### config.mk
export PLATFORM = sky130hd
export DESIGN_NAME = segment_ramp_step_profile_sequencer_flat
export DESIGN_NICKNAME = d
export VERILOG_FILES = /design/src/rtl/srsp_pkg.sv /design/src/rtl/srsp_if.sv /design/src/rtl/segment_ramp_step_profile_sequencer.sv /design/src/flat_wrapper.sv
export VERILOG_INCLUDE_DIRS = /design/src /design/src/rtl
export SDC_FILE = /design/constraint.sdc
export NUM_CORES = 2
export LEC_CHECK = 0
export BUFFER_PORTS_ARGS = -buffer_cell sky130_fd_sc_hd__buf_4
export CAP_MARGIN = 20
export CORE_ASPECT_RATIO = 1.5
export CORE_UTILIZATION = 63
export DETAILED_ROUTE_END_ITERATION = 6
export PLACE_DENSITY_LB_ADDON = 0.08
export SYNTH_ARGS = -nofsm -noshare
export SYNTH_HDL_FRONTEND = slang
export SYNTH_SLANG_ARGS = --single-unit
### constraint.sdc
create_clock -name clk -period 15.9 [get_ports clk]
set_input_delay 3.18 -clock clk [delete_from_list [all_inputs] [get_ports clk]]
set_output_delay 3.18 -clock clk [all_outputs]
set_load 0.1 [all_outputs]
### src/rtl/segment_ramp_step_profile_sequencer_defines.svh
// assertion helpers shared by the sequencer rtl
`ifndef SEGMENT_RAMP_STEP_PROFILE_SEQUENCER_DEFINES_SVH
`define SEGMENT_RAMP_STEP_PROFILE_SEQUENCER_DEFINES_SVH

// same-cycle implication, quiet during reset
`define SRSP_ASSERT_IMPL(label, clk, rst, ante, cons) \
  label: assert property (@(posedge clk) disable iff (rst) (ante) |-> (cons)) \
    else $error("srsp: same-cycle check failed");

// next-cycle implication, quiet during reset
`define SRSP_ASSERT_NEXT(label, clk, rst, ante, cons) \
  label: assert property (@(posedge clk) disable iff (rst) (ante) |=> (cons)) \
    else $error("srsp: next-cycle check failed");

`endif

### src/rtl/srsp_pkg.sv
package srsp_pkg;

  localparam int MAX_SEGS   = 64;
  localparam int SEG_ADDR_W = (MAX_SEGS > 1) ? $clog2(MAX_SEGS) : 1;
  localparam int PTR_W      = $clog2(MAX_SEGS + 1);

  localparam int LEVEL_W   = 16;
  localparam int CODE_W    = 12;
  localparam int COUNT_W   = 7;
  localparam int PHASE_W   = 3;
  localparam int TAG_W     = 8;
  localparam int INDEX_W   = 6;
  localparam int NEAR_EPS  = 26;

  // apb side
  localparam int PADDR_W   = 5;
  localparam int PDATA_W   = 32;
  localparam int REG_IDX_W = 3;

  localparam logic [REG_IDX_W-1:0] REG_SEGMENT_COUNT   = 3'd0;
  localparam logic [REG_IDX_W-1:0] REG_SLEW_STEP       = 3'd1;
  localparam logic [REG_IDX_W-1:0] REG_MIN_LEVEL       = 3'd2;
  localparam logic [REG_IDX_W-1:0] REG_MAX_LEVEL       = 3'd3;
  localparam logic [REG_IDX_W-1:0] REG_NEUTRAL_X       = 3'd4;
  localparam logic [REG_IDX_W-1:0] REG_NEUTRAL_Y       = 3'd5;
  localparam logic [REG_IDX_W-1:0] REG_BOOT_HOLD_TICKS = 3'd6;

  localparam logic [COUNT_W-1:0] RST_SEGMENT_COUNT   = 7'd32;
  localparam logic [LEVEL_W-1:0] RST_SLEW_STEP       = 16'd52;
  localparam logic [LEVEL_W-1:0] RST_MIN_LEVEL       = 16'd13104;
  localparam logic [LEVEL_W-1:0] RST_MAX_LEVEL       = 16'd55024;
  localparam logic [LEVEL_W-1:0] RST_NEUTRAL_X       = 16'd35269;
  localparam logic [LEVEL_W-1:0] RST_NEUTRAL_Y       = 16'd35237;
  localparam logic [LEVEL_W-1:0] RST_BOOT_HOLD_TICKS = 16'd250;

  localparam logic ACT_TICK  = 1'b0;
  localparam logic ACT_WRITE = 1'b1;

  localparam logic MODE_RAMP = 1'b0;
  localparam logic MODE_STEP = 1'b1;

  typedef enum logic [1:0] {
    ST_BOOT    = 2'd0,
    ST_MOVING  = 2'd1,
    ST_HOLDING = 2'd2,
    ST_DONE    = 2'd3
  } status_t;

  typedef struct packed {
    logic               mode;
    logic [LEVEL_W-1:0] tx;
    logic [LEVEL_W-1:0] ty;
    logic [LEVEL_W-1:0] hold;
    logic [PHASE_W-1:0] phase;
    logic [TAG_W-1:0]   tag;
  } seg_entry_t;

  typedef struct packed {
    logic [CODE_W-1:0]  x_code;
    logic [CODE_W-1:0]  y_code;
    status_t            status;
    logic [PHASE_W-1:0] phase_tag;
    logic [TAG_W-1:0]   step_tag;
  } rsp_t;

endpackage

### src/rtl/srsp_if.sv
interface srsp_req_if;
  logic                         valid;
  logic                         ready;
  logic                         action;
  logic [srsp_pkg::INDEX_W-1:0] seg_index;
  logic                         seg_mode;
  logic [srsp_pkg::LEVEL_W-1:0] seg_target_x;
  logic [srsp_pkg::LEVEL_W-1:0] seg_target_y;
  logic [srsp_pkg::LEVEL_W-1:0] seg_hold_ticks;
  logic [srsp_pkg::PHASE_W-1:0] seg_phase;
  logic [srsp_pkg::TAG_W-1:0]   seg_tag;

  modport source (
    output valid, action, seg_index, seg_mode, seg_target_x, seg_target_y,
           seg_hold_ticks, seg_phase, seg_tag,
    input  ready
  );
  modport sink (
    input  valid, action, seg_index, seg_mode, seg_target_x, seg_target_y,
           seg_hold_ticks, seg_phase, seg_tag,
    output ready
  );
endinterface

interface srsp_rsp_if;
  logic                         valid;
  logic                         ready;
  logic [srsp_pkg::CODE_W-1:0]  x_code;
  logic [srsp_pkg::CODE_W-1:0]  y_code;
  logic [1:0]                   status;
  logic [srsp_pkg::PHASE_W-1:0] phase_tag;
  logic [srsp_pkg::TAG_W-1:0]   step_tag;

  modport source (
    output valid, x_code, y_code, status, phase_tag, step_tag,
    input  ready
  );
  modport sink (
    input  valid, x_code, y_code, status, phase_tag, step_tag,
    output ready
  );
endinterface

### src/rtl/segment_ramp_step_profile_sequencer.sv
// Two-axis setpoint profile generator. Every request is either a tick, which advances the
// sequence (boot hold at neutral, then each table segment ramps or steps to its clamped
// targets and holds, then neutral once the last segment is done), or a write of one
// segment table entry; each request returns exactly one response with the two 12-bit DAC
// codes (level >> 4), the status and the current segment's tags. A request is accepted in
// every cycle while the one-entry skid slot is empty, so the sustained rate is one request
// per clock; its response is registered in the output register, or in the skid slot while the
// output is stalled. The segment table is a 64 x 60 bit synchronous memory with one write port
// and one registered read port: the entry under the pointer is kept in a register and the read
// port always fetches the entry after it, with write-to-read forwarding, so a segment change
// never waits on the memory. Entries read before being written are undefined and there is no
// clearing pass after reset. Registers on the APB port, 32 bit, byte address 4*index:
// 0 segment_count, 1 slew_step, 2 min_level, 3 max_level, 4 neutral_x, 5 neutral_y,
// 6 boot_hold_ticks; write only while no request is in flight.
`include "segment_ramp_step_profile_sequencer_defines.svh"

module segment_ramp_step_profile_sequencer (
  input  logic                          clk,
  input  logic                          rst,
  srsp_req_if.sink                      req,
  srsp_rsp_if.source                    rsp,
  input  logic                          psel,
  input  logic                          penable,
  input  logic                          pwrite,
  input  logic [srsp_pkg::PADDR_W-1:0]  paddr,
  input  logic [srsp_pkg::PDATA_W-1:0]  pwdata,
  output logic [srsp_pkg::PDATA_W-1:0]  prdata,
  output logic                          pready
);

  localparam int LW = srsp_pkg::LEVEL_W;
  localparam int PW = srsp_pkg::PTR_W;
  localparam int AW = srsp_pkg::SEG_ADDR_W;

  // level helpers
  function automatic logic [LW-1:0] clamp_level(input logic [LW-1:0] v,
                                                input logic [LW-1:0] lo,
                                                input logic [LW-1:0] hi);
    // when the limits cross, values below min give min and all others give max
    if (v < lo) return lo;
    if (v > hi) return hi;
    return v;
  endfunction

  function automatic logic [LW-1:0] slew(input logic [LW-1:0] cur,
                                         input logic [LW-1:0] tgt,
                                         input logic [LW-1:0] step);
    logic [LW-1:0] d;
    d = (tgt > cur) ? (tgt - cur) : (cur - tgt);
    if (d <= step) return tgt;
    if (tgt > cur) return cur + step;
    return cur - step;
  endfunction

  function automatic logic near_eq(input logic [LW-1:0] a, input logic [LW-1:0] b);
    logic [LW-1:0] d;
    d = (a > b) ? (a - b) : (b - a);
    return d <= LW'(srsp_pkg::NEAR_EPS);
  endfunction

  // configuration registers
  logic [srsp_pkg::COUNT_W-1:0] segment_count;
  logic [LW-1:0] slew_step, min_level, max_level, neutral_x, neutral_y, boot_hold_ticks;

  logic                              cfg_wr;
  logic [srsp_pkg::REG_IDX_W-1:0]    cfg_idx;

  assign pready  = 1'b1;
  assign cfg_wr  = psel && penable && pwrite && pready;
  assign cfg_idx = paddr[srsp_pkg::REG_IDX_W+1:2];

  always_ff @(posedge clk) begin
    if (rst) begin
      segment_count   <= srsp_pkg::RST_SEGMENT_COUNT;
      slew_step       <= srsp_pkg::RST_SLEW_STEP;
      min_level       <= srsp_pkg::RST_MIN_LEVEL;
      max_level       <= srsp_pkg::RST_MAX_LEVEL;
      neutral_x       <= srsp_pkg::RST_NEUTRAL_X;
      neutral_y       <= srsp_pkg::RST_NEUTRAL_Y;
      boot_hold_ticks <= srsp_pkg::RST_BOOT_HOLD_TICKS;
    end else if (cfg_wr) begin
      unique case (cfg_idx)
        srsp_pkg::REG_SEGMENT_COUNT:   segment_count   <= pwdata[srsp_pkg::COUNT_W-1:0];
        srsp_pkg::REG_SLEW_STEP:       slew_step       <= pwdata[LW-1:0];
        srsp_pkg::REG_MIN_LEVEL:       min_level       <= pwdata[LW-1:0];
        srsp_pkg::REG_MAX_LEVEL:       max_level       <= pwdata[LW-1:0];
        srsp_pkg::REG_NEUTRAL_X:       neutral_x       <= pwdata[LW-1:0];
        srsp_pkg::REG_NEUTRAL_Y:       neutral_y       <= pwdata[LW-1:0];
        srsp_pkg::REG_BOOT_HOLD_TICKS: boot_hold_ticks <= pwdata[LW-1:0];
        default: ;  // unmapped address, write dropped
      endcase
    end
  end

  always_comb begin
    unique case (cfg_idx)
      srsp_pkg::REG_SEGMENT_COUNT:   prdata = srsp_pkg::PDATA_W'(segment_count);
      srsp_pkg::REG_SLEW_STEP:       prdata = srsp_pkg::PDATA_W'(slew_step);
      srsp_pkg::REG_MIN_LEVEL:       prdata = srsp_pkg::PDATA_W'(min_level);
      srsp_pkg::REG_MAX_LEVEL:       prdata = srsp_pkg::PDATA_W'(max_level);
      srsp_pkg::REG_NEUTRAL_X:       prdata = srsp_pkg::PDATA_W'(neutral_x);
      srsp_pkg::REG_NEUTRAL_Y:       prdata = srsp_pkg::PDATA_W'(neutral_y);
      srsp_pkg::REG_BOOT_HOLD_TICKS: prdata = srsp_pkg::PDATA_W'(boot_hold_ticks);
      default:                       prdata = '0;
    endcase
  end

  // sequencer state
  logic [PW-1:0]       pointer;
  logic [LW-1:0]       x_level, y_level;
  logic                reached;
  logic [LW-1:0]       hold_counter, boot_counter;
  logic                started;
  srsp_pkg::seg_entry_t cur_entry;  // table entry under the pointer
  srsp_pkg::seg_entry_t nxt_entry;  // table entry after the pointer, from the read port

  // response buffer: output register plus one skid slot
  logic           out_valid, skid_valid;
  srsp_pkg::rsp_t out_data, skid_data, rsp_new;

  logic accept, tick, wr_en;
  assign req.ready = !skid_valid;
  assign accept    = req.valid && req.ready;
  assign tick      = accept && (req.action == srsp_pkg::ACT_TICK);
  assign wr_en     = accept && (req.action == srsp_pkg::ACT_WRITE) &&
                     (32'(req.seg_index) < srsp_pkg::MAX_SEGS);

  // entry as stored, targets clamped with the limits of this moment
  srsp_pkg::seg_entry_t new_entry;
  logic [AW-1:0]        wr_addr;
  always_comb begin
    new_entry.mode  = req.seg_mode;
    new_entry.tx    = clamp_level(req.seg_target_x, min_level, max_level);
    new_entry.ty    = clamp_level(req.seg_target_y, min_level, max_level);
    new_entry.hold  = req.seg_hold_ticks;
    new_entry.phase = req.seg_phase;
    new_entry.tag   = req.seg_tag;
  end
  assign wr_addr = AW'(req.seg_index);

  logic [PW-1:0] active_count;
  assign active_count = (32'(segment_count) > srsp_pkg::MAX_SEGS) ?
                        PW'(srsp_pkg::MAX_SEGS) : PW'(segment_count);

  // ramp candidates for the current entry
  logic [LW-1:0] x_slew, y_slew;
  logic          both_near;
  assign x_slew    = clamp_level(slew(x_level, cur_entry.tx, slew_step), min_level, max_level);
  assign y_slew    = clamp_level(slew(y_level, cur_entry.ty, slew_step), min_level, max_level);
  assign both_near = near_eq(x_slew, cur_entry.tx) && near_eq(y_slew, cur_entry.ty);

  logic [PW-1:0] pointer_next;
  logic [LW-1:0] x_level_next, y_level_next, hold_counter_next, boot_counter_next;
  logic          reached_next, started_next, advance;

  always_comb begin
    pointer_next      = pointer;
    x_level_next      = x_level;
    y_level_next      = y_level;
    reached_next      = reached;
    hold_counter_next = hold_counter;
    boot_counter_next = boot_counter;
    started_next      = started;
    advance           = 1'b0;
    if (tick) begin
      if (!started) begin
        // boot hold at neutral
        x_level_next = clamp_level(neutral_x, min_level, max_level);
        y_level_next = clamp_level(neutral_y, min_level, max_level);
        if (boot_counter != '1) boot_counter_next = boot_counter + 1'b1;
        if (boot_counter_next >= boot_hold_ticks) begin
          started_next      = 1'b1;
          pointer_next      = '0;
          reached_next      = 1'b0;
          hold_counter_next = '0;
        end
      end else if (pointer >= active_count) begin
        // past the last segment
        x_level_next = clamp_level(neutral_x, min_level, max_level);
        y_level_next = clamp_level(neutral_y, min_level, max_level);
      end else if (reached) begin
        // hold, then move on without touching the levels
        if (hold_counter != '1) hold_counter_next = hold_counter + 1'b1;
        if (hold_counter_next >= cur_entry.hold) begin
          advance           = 1'b1;
          pointer_next      = pointer + 1'b1;
          reached_next      = 1'b0;
          hold_counter_next = '0;
        end
      end else if (cur_entry.mode == srsp_pkg::MODE_RAMP) begin
        x_level_next = x_slew;
        y_level_next = y_slew;
        if (both_near) begin
          // close enough on both axes: snap to target
          x_level_next      = clamp_level(cur_entry.tx, min_level, max_level);
          y_level_next      = clamp_level(cur_entry.ty, min_level, max_level);
          reached_next      = 1'b1;
          hold_counter_next = '0;
        end
      end else begin
        x_level_next      = clamp_level(cur_entry.tx, min_level, max_level);
        y_level_next      = clamp_level(cur_entry.ty, min_level, max_level);
        reached_next      = 1'b1;
        hold_counter_next = '0;
      end
    end
  end

  // current entry follows the pointer; a write to the entry under it lands at once
  logic                 cur_hit;
  srsp_pkg::seg_entry_t cur_entry_next;
  assign cur_hit = wr_en && (32'(pointer) < srsp_pkg::MAX_SEGS) &&
                   (wr_addr == pointer[AW-1:0]);
  always_comb begin
    if (advance)      cur_entry_next = nxt_entry;
    else if (cur_hit) cur_entry_next = new_entry;
    else              cur_entry_next = cur_entry;
  end

  // read port looks one entry ahead of the next pointer
  logic [PW-1:0] ptr_ahead;
  logic [AW-1:0] rd_addr;
  assign ptr_ahead = pointer_next + 1'b1;
  assign rd_addr   = ptr_ahead[AW-1:0];

  srsp_pkg::seg_entry_t seg_mem [srsp_pkg::MAX_SEGS];

  always_ff @(posedge clk) begin
    if (wr_en) seg_mem[wr_addr] <= new_entry;
  end

  always_ff @(posedge clk) begin
    // forward a write that lands on the entry being fetched
    if (wr_en && (wr_addr == rd_addr)) nxt_entry <= new_entry;
    else                               nxt_entry <= seg_mem[rd_addr];
  end

  always_ff @(posedge clk) begin
    if (rst) begin
      pointer      <= '0;
      x_level      <= srsp_pkg::RST_NEUTRAL_X;
      y_level      <= srsp_pkg::RST_NEUTRAL_Y;
      reached      <= 1'b0;
      hold_counter <= '0;
      boot_counter <= '0;
      started      <= 1'b0;
    end else begin
      pointer      <= pointer_next;
      x_level      <= x_level_next;
      y_level      <= y_level_next;
      reached      <= reached_next;
      hold_counter <= hold_counter_next;
      boot_counter <= boot_counter_next;
      started      <= started_next;
    end
  end

  always_ff @(posedge clk) begin
    cur_entry <= cur_entry_next;
  end

  // response reflects the state after this request
  always_comb begin
    rsp_new.x_code    = x_level_next[LW-1:LW-srsp_pkg::CODE_W];
    rsp_new.y_code    = y_level_next[LW-1:LW-srsp_pkg::CODE_W];
    rsp_new.phase_tag = '0;
    rsp_new.step_tag  = '0;
    if (!started_next) begin
      rsp_new.status = srsp_pkg::ST_BOOT;
    end else if (pointer_next >= active_count) begin
      rsp_new.status = srsp_pkg::ST_DONE;
    end else begin
      rsp_new.status    = reached_next ? srsp_pkg::ST_HOLDING : srsp_pkg::ST_MOVING;
      rsp_new.phase_tag = cur_entry_next.phase;
      rsp_new.step_tag  = cur_entry_next.tag;
    end
  end

  logic out_free;
  assign out_free = !out_valid || rsp.ready;

  always_ff @(posedge clk) begin
    if (rst) begin
      out_valid  <= 1'b0;
      skid_valid <= 1'b0;
    end else if (out_free) begin
      if (skid_valid) begin
        out_valid  <= 1'b1;
        skid_valid <= 1'b0;
      end else begin
        out_valid  <= accept;
      end
    end else if (accept) begin
      skid_valid <= 1'b1;
    end
  end

  always_ff @(posedge clk) begin
    if (out_free) begin
      out_data <= skid_valid ? skid_data : rsp_new;
    end else if (accept) begin
      skid_data <= rsp_new;
    end
  end

  assign rsp.valid     = out_valid;
  assign rsp.x_code    = out_data.x_code;
  assign rsp.y_code    = out_data.y_code;
  assign rsp.status    = out_data.status;
  assign rsp.phase_tag = out_data.phase_tag;
  assign rsp.step_tag  = out_data.step_tag;

  // checks
  `SRSP_ASSERT_IMPL(a_skid_behind_out, clk, rst, skid_valid, out_valid)
  `SRSP_ASSERT_IMPL(a_boot_at_seg0, clk, rst, !started, (pointer == '0) && !reached)
  `SRSP_ASSERT_IMPL(a_ptr_in_range, clk, rst, 1'b1, 32'(pointer) <= srsp_pkg::MAX_SEGS)
  `SRSP_ASSERT_NEXT(a_started_sticks, clk, rst, started, started)
  `SRSP_ASSERT_NEXT(a_write_keeps_levels, clk, rst, accept && !tick, $stable({x_level, y_level}))

endmodule
### src/flat_wrapper.sv
// flat-port wrapper written by rule: the top's interface ports become plain ports
module segment_ramp_step_profile_sequencer_flat 
  (clk, rst, psel, penable, pwrite, paddr, pwdata, prdata, pready, req_valid, req_action, req_seg_index, req_seg_mode, req_seg_target_x, req_seg_target_y, req_seg_hold_ticks, req_seg_phase, req_seg_tag, req_ready, rsp_valid, rsp_x_code, rsp_y_code, rsp_status, rsp_phase_tag, rsp_step_tag, rsp_ready);
  srsp_req_if req_i ();
  srsp_rsp_if rsp_i ();
  input  logic clk;
  input  logic rst;
  input  logic psel;
  input  logic penable;
  input  logic pwrite;
  input  logic [srsp_pkg::PADDR_W-1:0] paddr;
  input  logic [srsp_pkg::PDATA_W-1:0] pwdata;
  output logic [srsp_pkg::PDATA_W-1:0] prdata;
  output logic pready;
  input wire logic [$bits(req_i.valid)-1:0] req_valid;
  input wire logic [$bits(req_i.action)-1:0] req_action;
  input wire logic [$bits(req_i.seg_index)-1:0] req_seg_index;
  input wire logic [$bits(req_i.seg_mode)-1:0] req_seg_mode;
  input wire logic [$bits(req_i.seg_target_x)-1:0] req_seg_target_x;
  input wire logic [$bits(req_i.seg_target_y)-1:0] req_seg_target_y;
  input wire logic [$bits(req_i.seg_hold_ticks)-1:0] req_seg_hold_ticks;
  input wire logic [$bits(req_i.seg_phase)-1:0] req_seg_phase;
  input wire logic [$bits(req_i.seg_tag)-1:0] req_seg_tag;
  output wire logic [$bits(req_i.ready)-1:0] req_ready;
  output wire logic [$bits(rsp_i.valid)-1:0] rsp_valid;
  output wire logic [$bits(rsp_i.x_code)-1:0] rsp_x_code;
  output wire logic [$bits(rsp_i.y_code)-1:0] rsp_y_code;
  output wire logic [$bits(rsp_i.status)-1:0] rsp_status;
  output wire logic [$bits(rsp_i.phase_tag)-1:0] rsp_phase_tag;
  output wire logic [$bits(rsp_i.step_tag)-1:0] rsp_step_tag;
  input wire logic [$bits(rsp_i.ready)-1:0] rsp_ready;
  assign req_i.valid = req_valid;
  assign req_i.action = req_action;
  assign req_i.seg_index = req_seg_index;
  assign req_i.seg_mode = req_seg_mode;
  assign req_i.seg_target_x = req_seg_target_x;
  assign req_i.seg_target_y = req_seg_target_y;
  assign req_i.seg_hold_ticks = req_seg_hold_ticks;
  assign req_i.seg_phase = req_seg_phase;
  assign req_i.seg_tag = req_seg_tag;
  assign req_ready = req_i.ready;
  assign rsp_valid = rsp_i.valid;
  assign rsp_x_code = rsp_i.x_code;
  assign rsp_y_code = rsp_i.y_code;
  assign rsp_status = rsp_i.status;
  assign rsp_phase_tag = rsp_i.phase_tag;
  assign rsp_step_tag = rsp_i.step_tag;
  assign rsp_i.ready = rsp_ready;
  segment_ramp_step_profile_sequencer u_core (.clk(clk), .rst(rst), .req(req_i), .rsp(rsp_i), .psel(psel), .penable(penable), .pwrite(pwrite), .paddr(paddr), .pwdata(pwdata), .prdata(prdata), .pready(pready));
endmodule
Word level (Yosys, flattened, before mapping) --
Memory sizes are Yosys's and may differ from the RTL's. A register that Yosys moved wholly into a read port is not among the register bits. Cells that the tools add are included.
Operators by class: reduce and logical (&&, ||, !) cells 26, equal/unequal tests 12, $lt $le $gt $ge 30, multiplexer cells 212, bitwise gates (word level) 3, add/subtract/negate cells 16
Operators by type and width (number):
- two-way mux 16 bit | 79
- > comparator 16 bit | 12
- subtractor 16 bit | 10
- less-than comparator 16 bit | 8
- two-way mux 60 bit | 2
- two-way mux 1 bit | 117
- case mux 16 bit (7 select lines) | 1
- two-way mux 7 bit | 7
- two-way mux 37 bit | 1
- adder 16 x 1 -> 16 bit, second input constant | 2
- adder 16 bit | 2
- greater-or-equal comparator 16 bit | 2
- less-or-equal comparator 16 bit | 2
- less-or-equal comparator 16 x 5 -> 1 bit, second input constant | 2
- != test 16 bit, second input constant | 2
- two-way mux 11 bit | 2
- AND reduction 2 bit | 10
- greater-or-equal comparator 7 bit | 2
- == test 3 bit, second input constant | 3
- logical AND 1 bit | 8
- adder 7 x 1 -> 7 bit, second input constant | 1
- > comparator 7 bit, second input constant | 1
- less-than comparator 7 bit, second input constant | 1
- adder 6 x 1 -> 6 bit, second input constant | 1
- 14 further kinds | 21
Word-level totals: memories kept 1, input bits 111, register bits after elaboration 312, RAM bits 3840, word-level logic and storage cells 334, output and inout port bits 72
Memory list:
- u_core.seg_mem | words 64, bits a word 60, read ports 1, clocked after memory_dff 1, wr ports 1, RTL line segment_ramp_step_profile_sequencer.sv:226 | srsp_pkg::seg_entry_t seg_mem [srsp_pkg::MAX_SEGS];

Depth between registers and ports, before layout --
word-level depth 38, mapped depth 62, mapped depth without buffers 55

Worst setup path after synthesis --
OpenSTA, ideal clock, no wires.
kind flip-flop to flip-flop, start point register u_core.cur_entry[41] (netlist bit), end point register u_core.out_data (netlist bit u_core.rsp.y_code[8]) (data pin), library setup time 0.316 ns, arrival time 12.201 ns, path slack 3.382 ns, path buffers 6, period minus slack after synthesis 12.518 ns, required time 15.584 ns, cell stages (with the launch flop) 56, path through edfxtp_1 -> inv_1 -> ha_1 -> nand4_1 -> or4_1 -> o221a_2 -> nor2_1 -> mux2_2 -> o21ai_0 -> a211oi_1 -> or3_1 -> a41oi_1 -> o21ai_0 -> and2_1 -> nor4b_1 -> a311oi_1 -> ha_1 -> nand4_1 -> [... 20 more ...] -> ha_1 -> inv_1 -> fa_1 -> a21o_1 -> a221oi_1 -> o21a_1 -> a21o_1 -> a21oi_1 -> or3_1 -> a2111oi_2 -> o2111ai_1 -> a2111oi_2 -> a41oi_2 -> buf_4 -> buf_2 -> mux2i_1 -> a221oi_1 -> a21oi_1
Between the ends: cells in the longest elaborated chain, start to end 21, elaborated cells between the ends (all ways) 66, classes of those cells 4 x add/sub; 8 x order compare; 53 x mux; 1 x reduce/logical
RTL lines:
- from (decl) | RTL line segment_ramp_step_profile_sequencer.sv:114 | srsp_pkg::seg_entry_t cur_entry;
- from (signal assigned) | RTL line segment_ramp_step_profile_sequencer.sv:259 | cur_entry <= cur_entry_next;
- subtractor 16 bit or > comparator 16 bit (tied branches) | RTL line segment_ramp_step_profile_sequencer.sv:49, segment_ramp_step_profile_sequencer.sv:51
- two-way mux 16 bit or two-way mux 1 bit (tied branches) | RTL line segment_ramp_step_profile_sequencer.sv:49, segment_ramp_step_profile_sequencer.sv:51
- less-or-equal comparator 16 bit or two-way mux 1 bit (tied branches) | RTL line segment_ramp_step_profile_sequencer.sv:50, segment_ramp_step_profile_sequencer.sv:51
- two-way mux 1 bit or two-way mux 16 bit (tied branches) | RTL line segment_ramp_step_profile_sequencer.sv:50, segment_ramp_step_profile_sequencer.sv:52
- two-way mux 16 bit | RTL line segment_ramp_step_profile_sequencer.sv:51 | if (tgt > cur) return cur + step;
- > comparator 16 bit | RTL line segment_ramp_step_profile_sequencer.sv:41 | if (v > hi) return hi;
- two-way mux 1 bit (2 in a row) | RTL line segment_ramp_step_profile_sequencer.sv:41
- two-way mux 16 bit | RTL line segment_ramp_step_profile_sequencer.sv:42 | return v;
- [... 4 more ...]
- logical AND 1 bit | RTL line segment_ramp_step_profile_sequencer.sv:150 | assign both_near = near_eq(x_slew, cur_entry.tx) && near_eq(y_slew, cur_entry.ty);
- two-way mux 16 bit | RTL line segment_ramp_step_profile_sequencer.sv:193 | if (both_near) begin
- two-way mux 16 bit (*) | RTL line segment_ramp_step_profile_sequencer.sv:190 | end else if (cur_entry.mode == srsp_pkg::MODE_RAMP) begin
- two-way mux 16 bit (*) | RTL line segment_ramp_step_profile_sequencer.sv:181 | end else if (reached) begin
- two-way mux 16 bit (*) | RTL line segment_ramp_step_profile_sequencer.sv:177 | end else if (pointer >= active_count) begin
- two-way mux 16 bit (*) | RTL line segment_ramp_step_profile_sequencer.sv:166 | if (!started) begin
- two-way mux 16 bit (*) | RTL line segment_ramp_step_profile_sequencer.sv:165 | if (tick) begin
- two-way mux 37 bit (*) | RTL line segment_ramp_step_profile_sequencer.sv:300 | out_data <= skid_valid ? skid_data : rsp_new;
- to (signal assigned) | RTL line segment_ramp_step_profile_sequencer.sv:300
- to (decl) | RTL line segment_ramp_step_profile_sequencer.sv:119 | srsp_pkg::rsp_t out_data, skid_data, rsp_new;
Every way passes the cells marked *; elsewhere a longest branch is shown, timed or not. The select of a mux whose other input is x is not followed. A chain may end at the register's enable or synchronous reset.

==> run_results.csv <==
group,metric,value,unit
routing,routedWlPerCell,39.97,um
worst_setup_path,max_stage_delay,0.88,ns
worst_setup_path,cp_common_cell,"buf_4",
cts,clock-sinks,4158,
cts,clock_latency,0.91,ns
job,maxCapViolCount,0,
yosys,ys_ff_latch,4158,
final_layout,fill_cells,17014,
floorplanning,core_area,0.2799,sq mm
power,p_int,17.72,mW
worst_setup_path,critPathRequiredTime,16.67,ns
timing,tns,0,ns
yosys,ys_seq_area_frac,0.6941,
global_routing,grt_pass1_vias,98614,
routing,dr.first_iter.drc_count,14327,
final_layout,syn_to_final_growth,11.51,%
yosys,synth_top_family_by_area,"multiplexers",
cts,holdBufCountCts,0,
global_routing,grt_overflow,0,
cts,numCtsBuffers,372,
yosys,synth_xor_area_frac,0.006804,
yosys,ys_async_sr_fraction,0,
power,power_leakage,65.39,nW
global_routing,antenna_found_initial,21,
yosys,yosys.area_share.simple,0.03089,
timing,slew_headroom,0.1270,
final_layout,final_area,0.1975,sq mm
routing,detail-route-antenna-nets,0,
yosys,yosys_warnings,0,
yosys,synthMuxAreaShare,0.1764,
yosys,syn_area,0.1771,sq mm
yosys,synthAdderAreaFrac,0.03540,
routing,drtPass1Iterations,6,
timing,post-route-min-period,15.11,ns
floorplanning,rows,238,
cts,cts_buffer_depth,4,
power,peakVddDrop,0.1293,mV
cts,cts_resized,0,
power,switchingPower,5.235,mW
status,outcome,"finished clean",
routing,drt-total-wl,553600,um
place,globalplace.congestion,1.035,
worst_setup_path,crit_fanout,27,
routing,num_vias,99548,
cts,path_clk_slew,0.06,ns
power,power_density,116.2,mW/mm^2
worst_hold_path,hp-class,"register to register",
yosys,syn_inst,9366,
worst_setup_path,crit_path_end_kind,"register",
power,seq_power_share,0.529,
floorplanning,die_h,651.3,um
final_layout,drive_gt1_frac,0.2550,
floorplanning,die_w,434.9,um
yosys,synth_top_cell_by_area,"edfxtp_1",
cts,clockRootBuffer,"clkbuf_16",
yosys,synth.most_common_cell,"edfxtp_1",
yosys,synth_top_area_frac,0.6720,
final_layout,multiInputGateArea,0.05230,sq mm
global_routing,grt_max_degree,145,
yosys,yosysUniqueCellTypes,95,
cts,cts_setup_buffers,0,
global_routing,grt_pass1_wl,759800,um
cts,cts_tree,"done",
timing,setup_viol,0,
timing,finClkSkew,0.05749,ns
place,dpl-instance-area,0.1852,sq mm
yosys,synth_top_cells_by_area,"edfxtp_1, mux4_2, ha_1",
global_routing,grt_use_total,0.3909,
timing,rsz0062_at_grt,"no",
floorplanning,start_util,0.6326,
floorplanning,ios,183,
worst_setup_path,cp_slowest_cell,"a2111oi_1",
timing,maxSlewViolCount,0,
yosys,synth_commonest_cells,"edfxtp_1, mux4_2, ha_1, nand2_1, nor2_1",
power,clock_power_share,0.392,
yosys,synth_edf_count,3963,
timing,fin_crit_sh,0.9503,
power,combPwrFrac,0.079,
worst_setup_path,worstPathArrival,15.88,ns
yosys,avgSynthCellArea,18.91,sq um
timing,fmax,66.18,MHz
place,dp.final_hpwl,315400,um
floorplanning,die_area,0.2833,sq mm
cts,htreeDepth,5,
yosys,synth-compound-area-share,0.03988,
timing,whs,0.4910,ns
final_layout,final_util,0.7055,
timing,finalHoldViolCount,0,
yosys,synth-main-ff-cell,"edfxtp_1",
final_layout,ff_latch_area,0.1229,sq mm
worst_setup_path,critPathLaunchType,"register",
place,io_buffers,147,
routing,drc,0,
routing,vias_per_cell,7.187,
worst_setup_path,worst-setup-path-type,"register to register",
power,switching_share,0.2281,
timing,worst_pin_slew,1.310,ns
final_layout,nets,10433,
==> final timing paths <==
check | startpoint | to | slack, ns | cells past startpoint
hold / removal | u_core.cur_entry[10] | u_core.cur_entry[10] | 0.49 | 2
hold reg to reg | u_core.cur_entry[10] | u_core.cur_entry[10] | 0.49 | 2
setup reg to reg | u_core.cur_entry[43] | u_core.rsp.x_code[1] | 0.79 | 53
setup / recovery | u_core.cur_entry[43] | u_core.rsp.x_code[1] | 0.79 | 53
==> state kept, by name (all words and copies together), names as in the netlist, 16 cells and up, named ones only <==
signal                  flops
u_core.seg_mem           3840
u_core.cur_entry           60
u_core.skid_data           37
u_core.boot_counter        16
u_core.boot_hold_ticks     16
u_core.hold_counter        16
u_core.max_level           16
u_core.min_level           16
u_core.neutral_x           16
u_core.neutral_y           16
u_core.slew_step           16
u_core.x_level             16
u_core.y_level             16
==> power groups by stage <==
stage | sequential (mW) | combinational (mW) | clock (mW)
final | 12.1 | 1.81 | 9.01
after global routing | 12.1 | 1.90 | 9.43
after CTS | 12.1 | 1.77 | 9.05
after detailed placement | 12.4 | 1.76 | 0
after global placement | 12.4 | 1.73 | 0
after floorplan | 12.4 | 0.961 | 0
==> cell type report <==
class	count	share of cell area
sequential	4158	0.6225
multi-input combinational	4466	0.2648
clock buffer	468	0.05097
tap	3720	0.02357
timing repair buffer	566	0.02313
clock inverter	204	0.009903
inverter	263	0.005012
antenna	6	0.00007603
==> worst max-delay path: cells and delay by family, from the launching register on <==
family,cells,cell delay [ns]
AOI/OAI and AO/OA,23,7.15
xor gates and xnor gates,2,0.66
adders and majority gates,5,1.48
buffers and inverters,10,2.03
DFF,1,0.50
muxes,4,0.97
and+or+nand+nor,9,2.13
==> stage by stage <==
stage | setup WS [ns] | instances | power, mW
after CTS | 1.189 | 13834 | 22.95
after floorplan | 3.382 | 9381 | 13.37
after detailed placement | 1.241 | 13162 | 14.13
after global placement | 1.265 | 13162 | 14.10
after global routing | 0.3463 | 13846 | 23.46
final | 0.7896 | 13851 | 22.95
==> layout by cell type (no fill, tap or decap), types with 47 or more instances in the layout <==
| master | instances |
|---|---|
| xnor2_1 | 89 |
| nand4_1 | 68 |
| clkbuf_1 | 68 |
| inv_1 | 261 |
| dfxtp_1 | 189 |
| mux4_2 | 1261 |
| nand2_1 | 430 |
| nor2_4 | 71 |
| edfxtp_1 | 3963 |
| a21oi_1 | 340 |
| nand3_1 | 84 |
| buf_4 | 542 |
| mux2i_1 | 188 |
| a22o_1 | 47 |
| mux2_2 | 58 |
| a21o_1 | 143 |
| ha_1 | 485 |
| o21ai_0 | 175 |
| clkbuf_16 | 383 |
| clkinv_2 | 65 |
| clkinv_1 | 71 |
| nor2_1 | 275 |
==> logic make-up (layout without fill, tap and decap cells) <==
group                    after synthesis  in the layout
AO/OA/AOI/OAI                       1085           1085
flip-flops                          4158           4158
buffers and inverters                757           1501
XOR/XNOR                             136            136
other                                  2             23
adder cells (fa/ha/maj)              495            495
multiplexers                        1536           1536
AND/OR/NAND/NOR                     1197           1197
==> layer usage <==
| metal | wire length, um | track usage |
|---|---|---|
| met5 | 62 | 0 |
| met4 | 42880 | 0.2474 |
| met1 | 184200 | 0.4845 |
| met2 | 269500 | 0.6377 |
| met3 | 57060 | 0.07665 |
No activity file was read; power rests on OpenSTA's default activity.
